$ cat src/sv/sensor_poly_temperature_defines.svh
// Assertion macros used by spt_scale.
`ifndef SENSOR_POLY_TEMPERATURE_DEFINES_SVH
`define SENSOR_POLY_TEMPERATURE_DEFINES_SVH

// Same-cycle implication, disabled while in reset.
`define SPT_ASSERT_IMP(label, clk, rst, ante, cons, msg) \
  label: assert property (@(posedge clk) disable iff (rst) (ante) |-> (cons)) else $error(msg);

// Next-cycle implication, disabled while in reset.
`define SPT_ASSERT_NXT(label, clk, rst, ante, cons, msg) \
  label: assert property (@(posedge clk) disable iff (rst) (ante) |=> (cons)) else $error(msg);

`endif

$ cat src/sv/spt_pkg.sv
`default_nettype none
package spt_pkg;

  localparam int AW    = 16;  // reduced reading
  localparam int NW    = 85;  // signed numerator N = 100*T*5e18
  localparam int MW    = 84;  // |N| + half divisor
  localparam int XW    = 66;  // (|N| + half) >> 18
  localparam int XLW   = 60;  // x below the saturation limit
  localparam int QW    = 16;
  localparam int RW    = 61;
  localparam int CIDXW = 3;

  typedef logic [CIDXW-1:0] cfg_idx_t;

  localparam cfg_idx_t REG_K0 = 3'd0;
  localparam cfg_idx_t REG_K1 = 3'd1;
  localparam cfg_idx_t REG_K2 = 3'd2;
  localparam cfg_idx_t REG_K3 = 3'd3;
  localparam cfg_idx_t REG_K4 = 3'd4;

  // Term scales with their power-of-two part split off (shifted in the adder).
  localparam logic [34:0] C_K1   = 35'd30517578125;     // 5e14 = 5^15 << 14
  localparam logic [23:0] C_K2   = 24'd9765625;         // 1e10 = 5^10 << 10
  localparam logic [11:0] C_K3   = 12'd3125;            // 2e5  = 5^5  << 6
  localparam logic [45:0] C_K0   = 46'd57220458984375;  // 7.5e18 = 3*5^19 << 17
  // Divisor 5e18 = 5^19 << 18.
  localparam logic [44:0] C_D5   = 45'd19073486328125;
  localparam logic [45:0] C_D5X2 = 46'd38146972656250;
  localparam logic [61:0] C_HALF = 62'd2500000000000000000;
  localparam logic [59:0] C_LIM_P = 60'd625000000000000000;  // 32768 * 5^19
  localparam logic [59:0] C_LIM_N = 60'd625019073486328125;  // 32769 * 5^19
  localparam logic [15:0] C_RECIP = 16'd60446;               // floor(2^60 / 5^19)

  localparam logic [15:0] TEMP_MAX = 16'h7FFF;
  localparam logic [15:0] TEMP_MIN = 16'h8000;

  typedef struct packed {
    logic [15:0] k0;
    logic [15:0] k1;
    logic [15:0] k2;
    logic [15:0] k3;
    logic [15:0] k4;
  } coef_t;

  typedef struct packed {
    logic          valid;
    logic [NW-1:0] n;  // two's complement
  } poly_res_t;

endpackage
`default_nettype wire

$ cat src/sv/spt_scale.sv
`default_nettype none
`include "sensor_poly_temperature_defines.svh"
module spt_scale (
  input  logic                clk,
  input  logic                rst,
  input  logic                ce,
  input  spt_pkg::poly_res_t  pin,
  output logic                m_valid,
  output logic [15:0]         m_temp,
  output logic                m_sat
);
  import spt_pkg::*;

  logic v6, v7, v8, v9, v10, v11, v12;

  logic          neg6, neg7, neg8, neg9, neg10, neg11;
  logic [MW-1:0] mag6;
  logic [MW-1:0] biased;
  logic [XW-1:0] x7;
  logic          sat8, sat9, sat10, sat11;
  logic [XLW-1:0] x8, x9, x10;
  logic [47:0]   prod;
  logic [QW-1:0] qe9, qe10, qe11;
  logic [RW-1:0] qd10, r11;
  logic [QW:0]   q_fin;
  logic [15:0]   temp_next;

  always_ff @(posedge clk) begin
    if (rst) begin
      v6  <= 1'b0;
      v7  <= 1'b0;
      v8  <= 1'b0;
      v9  <= 1'b0;
      v10 <= 1'b0;
      v11 <= 1'b0;
      v12 <= 1'b0;
    end else if (ce) begin
      v6  <= pin.valid;
      v7  <= v6;
      v8  <= v7;
      v9  <= v8;
      v10 <= v9;
      v11 <= v10;
      v12 <= v11;
    end
  end

  // Half the divisor added to the magnitude rounds ties away from zero.
  assign biased = mag6 + MW'(C_HALF);
  // Reciprocal estimate; low by at most one.
  assign prod   = 48'(x8[XLW-1:28]) * 48'(C_RECIP);
  assign q_fin  = (QW+1)'(qe11) + (QW+1)'(r11 >= RW'(C_D5));

  always_comb begin
    if (sat11) begin
      temp_next = neg11 ? TEMP_MIN : TEMP_MAX;
    end else if (neg11) begin
      temp_next = 16'(-q_fin);
    end else begin
      temp_next = q_fin[15:0];
    end
  end

  always_ff @(posedge clk) begin
    if (ce) begin
      neg6  <= pin.n[NW-1];
      mag6  <= pin.n[NW-1] ? MW'(-pin.n) : MW'(pin.n);

      neg7  <= neg6;
      x7    <= biased[MW-1:18];

      neg8  <= neg7;
      sat8  <= x7 >= (neg7 ? XW'(C_LIM_N) : XW'(C_LIM_P));
      x8    <= x7[XLW-1:0];

      neg9  <= neg8;
      sat9  <= sat8;
      x9    <= x8;
      qe9   <= prod[47:32];

      neg10 <= neg9;
      sat10 <= sat9;
      x10   <= x9;
      qe10  <= qe9;
      qd10  <= RW'(qe9) * RW'(C_D5);

      neg11 <= neg10;
      sat11 <= sat10;
      qe11  <= qe10;
      r11   <= RW'(x10) - qd10;

      m_temp <= temp_next;
      m_sat  <= sat11;
    end
  end

  assign m_valid = v12;

  `SPT_ASSERT_IMP(a_rem_bound, clk, rst, v11 && !sat11, r11 < RW'(C_D5X2), "quotient estimate off by more than one")
  `SPT_ASSERT_IMP(a_q_range, clk, rst, v11 && !sat11, qe11 <= (neg11 ? 16'd32768 : 16'd32767), "unsaturated quotient out of range")
  `SPT_ASSERT_IMP(a_sat_rail, clk, rst, m_valid && m_sat, m_temp == TEMP_MAX || m_temp == TEMP_MIN, "saturated result not at a rail")
  `SPT_ASSERT_NXT(a_advance, clk, rst, ce && v11, m_valid, "result lost in last stage")

endmodule
`default_nettype wire

$ cat config.mk
export PLATFORM = sky130hd
export DESIGN_NAME = spt_scale
export DESIGN_NICKNAME = d
export VERILOG_FILES = /design/src/sv/spt_pkg.sv /design/src/sv/spt_scale.sv
export VERILOG_INCLUDE_DIRS = /design/src /design/src/sv
export SDC_FILE = /design/constraint.sdc
export NUM_CORES = 2
export LEC_CHECK = 0
export ABC_AREA = 1
export BUFFER_PORTS_ARGS = -buffer_cell sky130_fd_sc_hd__buf_2
export CORE_MARGIN = 3
export CORE_UTILIZATION = 55
export CTS_BUF_LIST = sky130_fd_sc_hd__clkbuf_8
export DETAILED_ROUTE_END_ITERATION = 8
export GPL_TIMING_DRIVEN = 1
export PLACE_DENSITY = 0.67
export SLEW_MARGIN = 20
export SYNTH_ARGS = -nofsm -noshare
export SYNTH_HDL_FRONTEND = slang
export SYNTH_SLANG_ARGS = --single-unit
export TNS_END_PERCENT = 20
$ cat constraint.sdc
create_clock -name clk -period 7.3 [get_ports clk]
set_clock_uncertainty 0.1 [all_clocks]
set_input_delay 0.365 -clock clk [delete_from_list [all_inputs] [get_ports clk]]
set_output_delay 0.365 -clock clk [all_outputs]
set_load 0.02 [all_outputs]
==> results.cfg <==
[worst_setup_path]
path_cells = inv_1 -> fa_1 -> fa_1 -> inv_1 -> fa_1 -> inv_1 -> fa_1 -> inv_1 -> fa_1 -> inv_1 -> fa_1 -> inv_1 -> ha_1 -> a21oi_1 -> o21ai_0 -> nor2_1 -> o21a_1 -> nand2_1 -> xor2_1
end_kind = register
cp_max_fo = 7
critPathKind = register to register
cp_data_required_time_ns = 7.62
crit_family = adder cells
cp_slowest_stage_delay_ns = 0.58
crit_arrival_ns = 6.73
slowest_stage = edfxtp_1
worstSetupStartpointType = register
cp_num_buf_inv = 6

[floorplanning]
ios = 107
initial_core_util_pct = 55.7
dieWidth_um = 301
die_area_mm2 = 0.0904
die_h_um = 301
core_mm2 = 0.0857
rows = 107

[cts]
cts_buffer_depth = 3
numClockSinks = 515
htreeDepth = 3
clk_pin_slew_worst_paths_ns = 0.07
holdBufCountCts = 55
cts_tree = built
root_buffer = clkbuf_8
ctsResizeCount = 0
cts_made_buffers = 87
postCtsSetupBuffers = 0
clock_latency_ns = 0.74

[synthesis]
synthDominantCellAreaShare_pct = 32.0
ys_seq_area_share_pct = 32.2
ys_warn_count = 0
avgSynthCellArea_um2 = 8.56
syn_nets = 6537
synthArstFlopShare_pct = 0
synth_seq_cells = 515
synth_top_cell_by_area = edfxtp_1
syn-cell-area_mm2 = 0.0477
ys.flop_type = edfxtp_1
synthCells = 5580
synth.area.top_cells = edfxtp_1, fa_1, ha_1
yosysUniqueCellTypes = 60
synth_edf_count = 508

[route]
first_iter_violations = 3721
firstDrtPassIters = 6
vias_per_cell = 5.47
wl_um = 146000
drc_errors = 0
drtAntennaViolNets = 0
wl_per_cell_um = 20.7
vias = 38573

[sta]
grt_setup_unrepaired = no
slew_violations = 0
fin_tns_setup_ns = 0
tightestPinTransition_ns = 1.06
fmax_ghz = 0.156
fin_crit_sh_pct = 87.8
report.final.hold_viol_count = 0
setup_viol = 0
relSlewSlack_pct = 29.6
finalCriticalPeriod_ns = 6.41
hold_slack_ns = 0.0549

[global_routing]
antenna_found_initial = 3
gr-total-overflow = 0
grt_max_degree = 177
grt_pass1_wl_um = 223000
grt_pass1_vias = 38220
track_usage_pct = 32.5

[cells_and_area]
finish.utilization_pct = 60.8
fillers = 7644
ff_latch_area_mm2 = 0.0154
final_common_cell = inv_1
finalNetCount = 6795
mostFrequentLayoutCells = inv_1, nand2_1, nor2_1
multi_input_area_mm2 = 0.0278
layout-drive-gt1-share_pct = 5.94
syn_to_final_growth_pct = 9.17

[job]
maxCapViolCount = 0

[outcome]
outcome = finished, final reports clean

[placement]
place.gp.congestion = 0.996
dp_hpwl_um = 124000
numPortBuffers = 106

[worst_hold_path]
hold_class = primary input to register
[registers in the layout (all words and copies together) (netlist names), 16 cells and up]
signal,cells
r11,61
qe9,16
x7,66
qe10,16
m_temp,16
mag6,67
qe11,16
x9,60
x8,60
qd10,59
x10,60
[worst min-delay path: stages]
cell and delay (ns):
buf_2 0.13, inv_1 0.09, o21ai_0 0.12
[kinds of logic after synthesis]
| kind of cell | count (synthesis) | synth area share [%] |
|---|---|---|
| AND/OR/NAND/NOR | 2180 | 19.4 |
| buffers and inverters | 1206 | 9.49 |
| adder cells (fa/ha/maj) | 868 | 28.1 |
| AO/OA/AOI/OAI | 622 | 7.26 |
| flip-flops | 515 | 32.2 |
| XOR/XNOR | 189 | 3.47 |
[cells in the mapped netlist (57+ instances only)]
master,n
fa_1,342
edfxtp_1,508
nor2_1,581
ha_1,526
inv_1,1181
a21oi_1,282
nor3_1,57
nand4_1,110
o21ai_0,205
nand2_1,1082
nand3_1,227
xor2_1,163
[per-layer routing]
metal	GRT usage, %	up-vias	wire length, µm
met5	0	-	0
met4	8.68	0	4130
met3	5.53	246	11300
met2	53.0	1459	67600
met1	45.3	18312	63000
li1	-	18556	-
[through the flow]
| step | setup WS, ns | std cells | cell area [µm²] |
|---|---|---|---|
| after floorplan | 1.86 | 5580 | 47700 |
| after global placement | 1.07 | 6838 | 49800 |
| after detailed placement | 1.02 | 6838 | 49800 |
| after CTS | 0.956 | 7053 | 52100 |
| after global routing | 0.620 | 7054 | 52100 |
| final | 0.889 | 7055 | 52100 |
[final timing paths]
path / start / end / slack (ns) / cells after the start
max reg2reg: x8[45] / qe9[1] / 0.89 / 19
min: pin[62] / mag6[62] / 0.05 / 3
min reg2reg: x9[8] / x10[8] / 0.31 / 0
max: x8[45] / qe9[1] / 0.89 / 19
[layout make-up]
cell class / instances / area share (%)
Inverter: 1194 / 8.60
Timing Repair Buffer: 181 / 2.43
Tap cell: 1144 / 2.75
Sequential cell: 515 / 29.5
Multi-Input combinational cell: 3859 / 53.4
Clock inverter: 70 / 0.941
Antenna cell: 2 / 0.00960
Clock buffer: 90 / 2.38
Power is not shown: default switching activity piles up to over one toggle a cycle in this logic, so the estimate is an artifact.
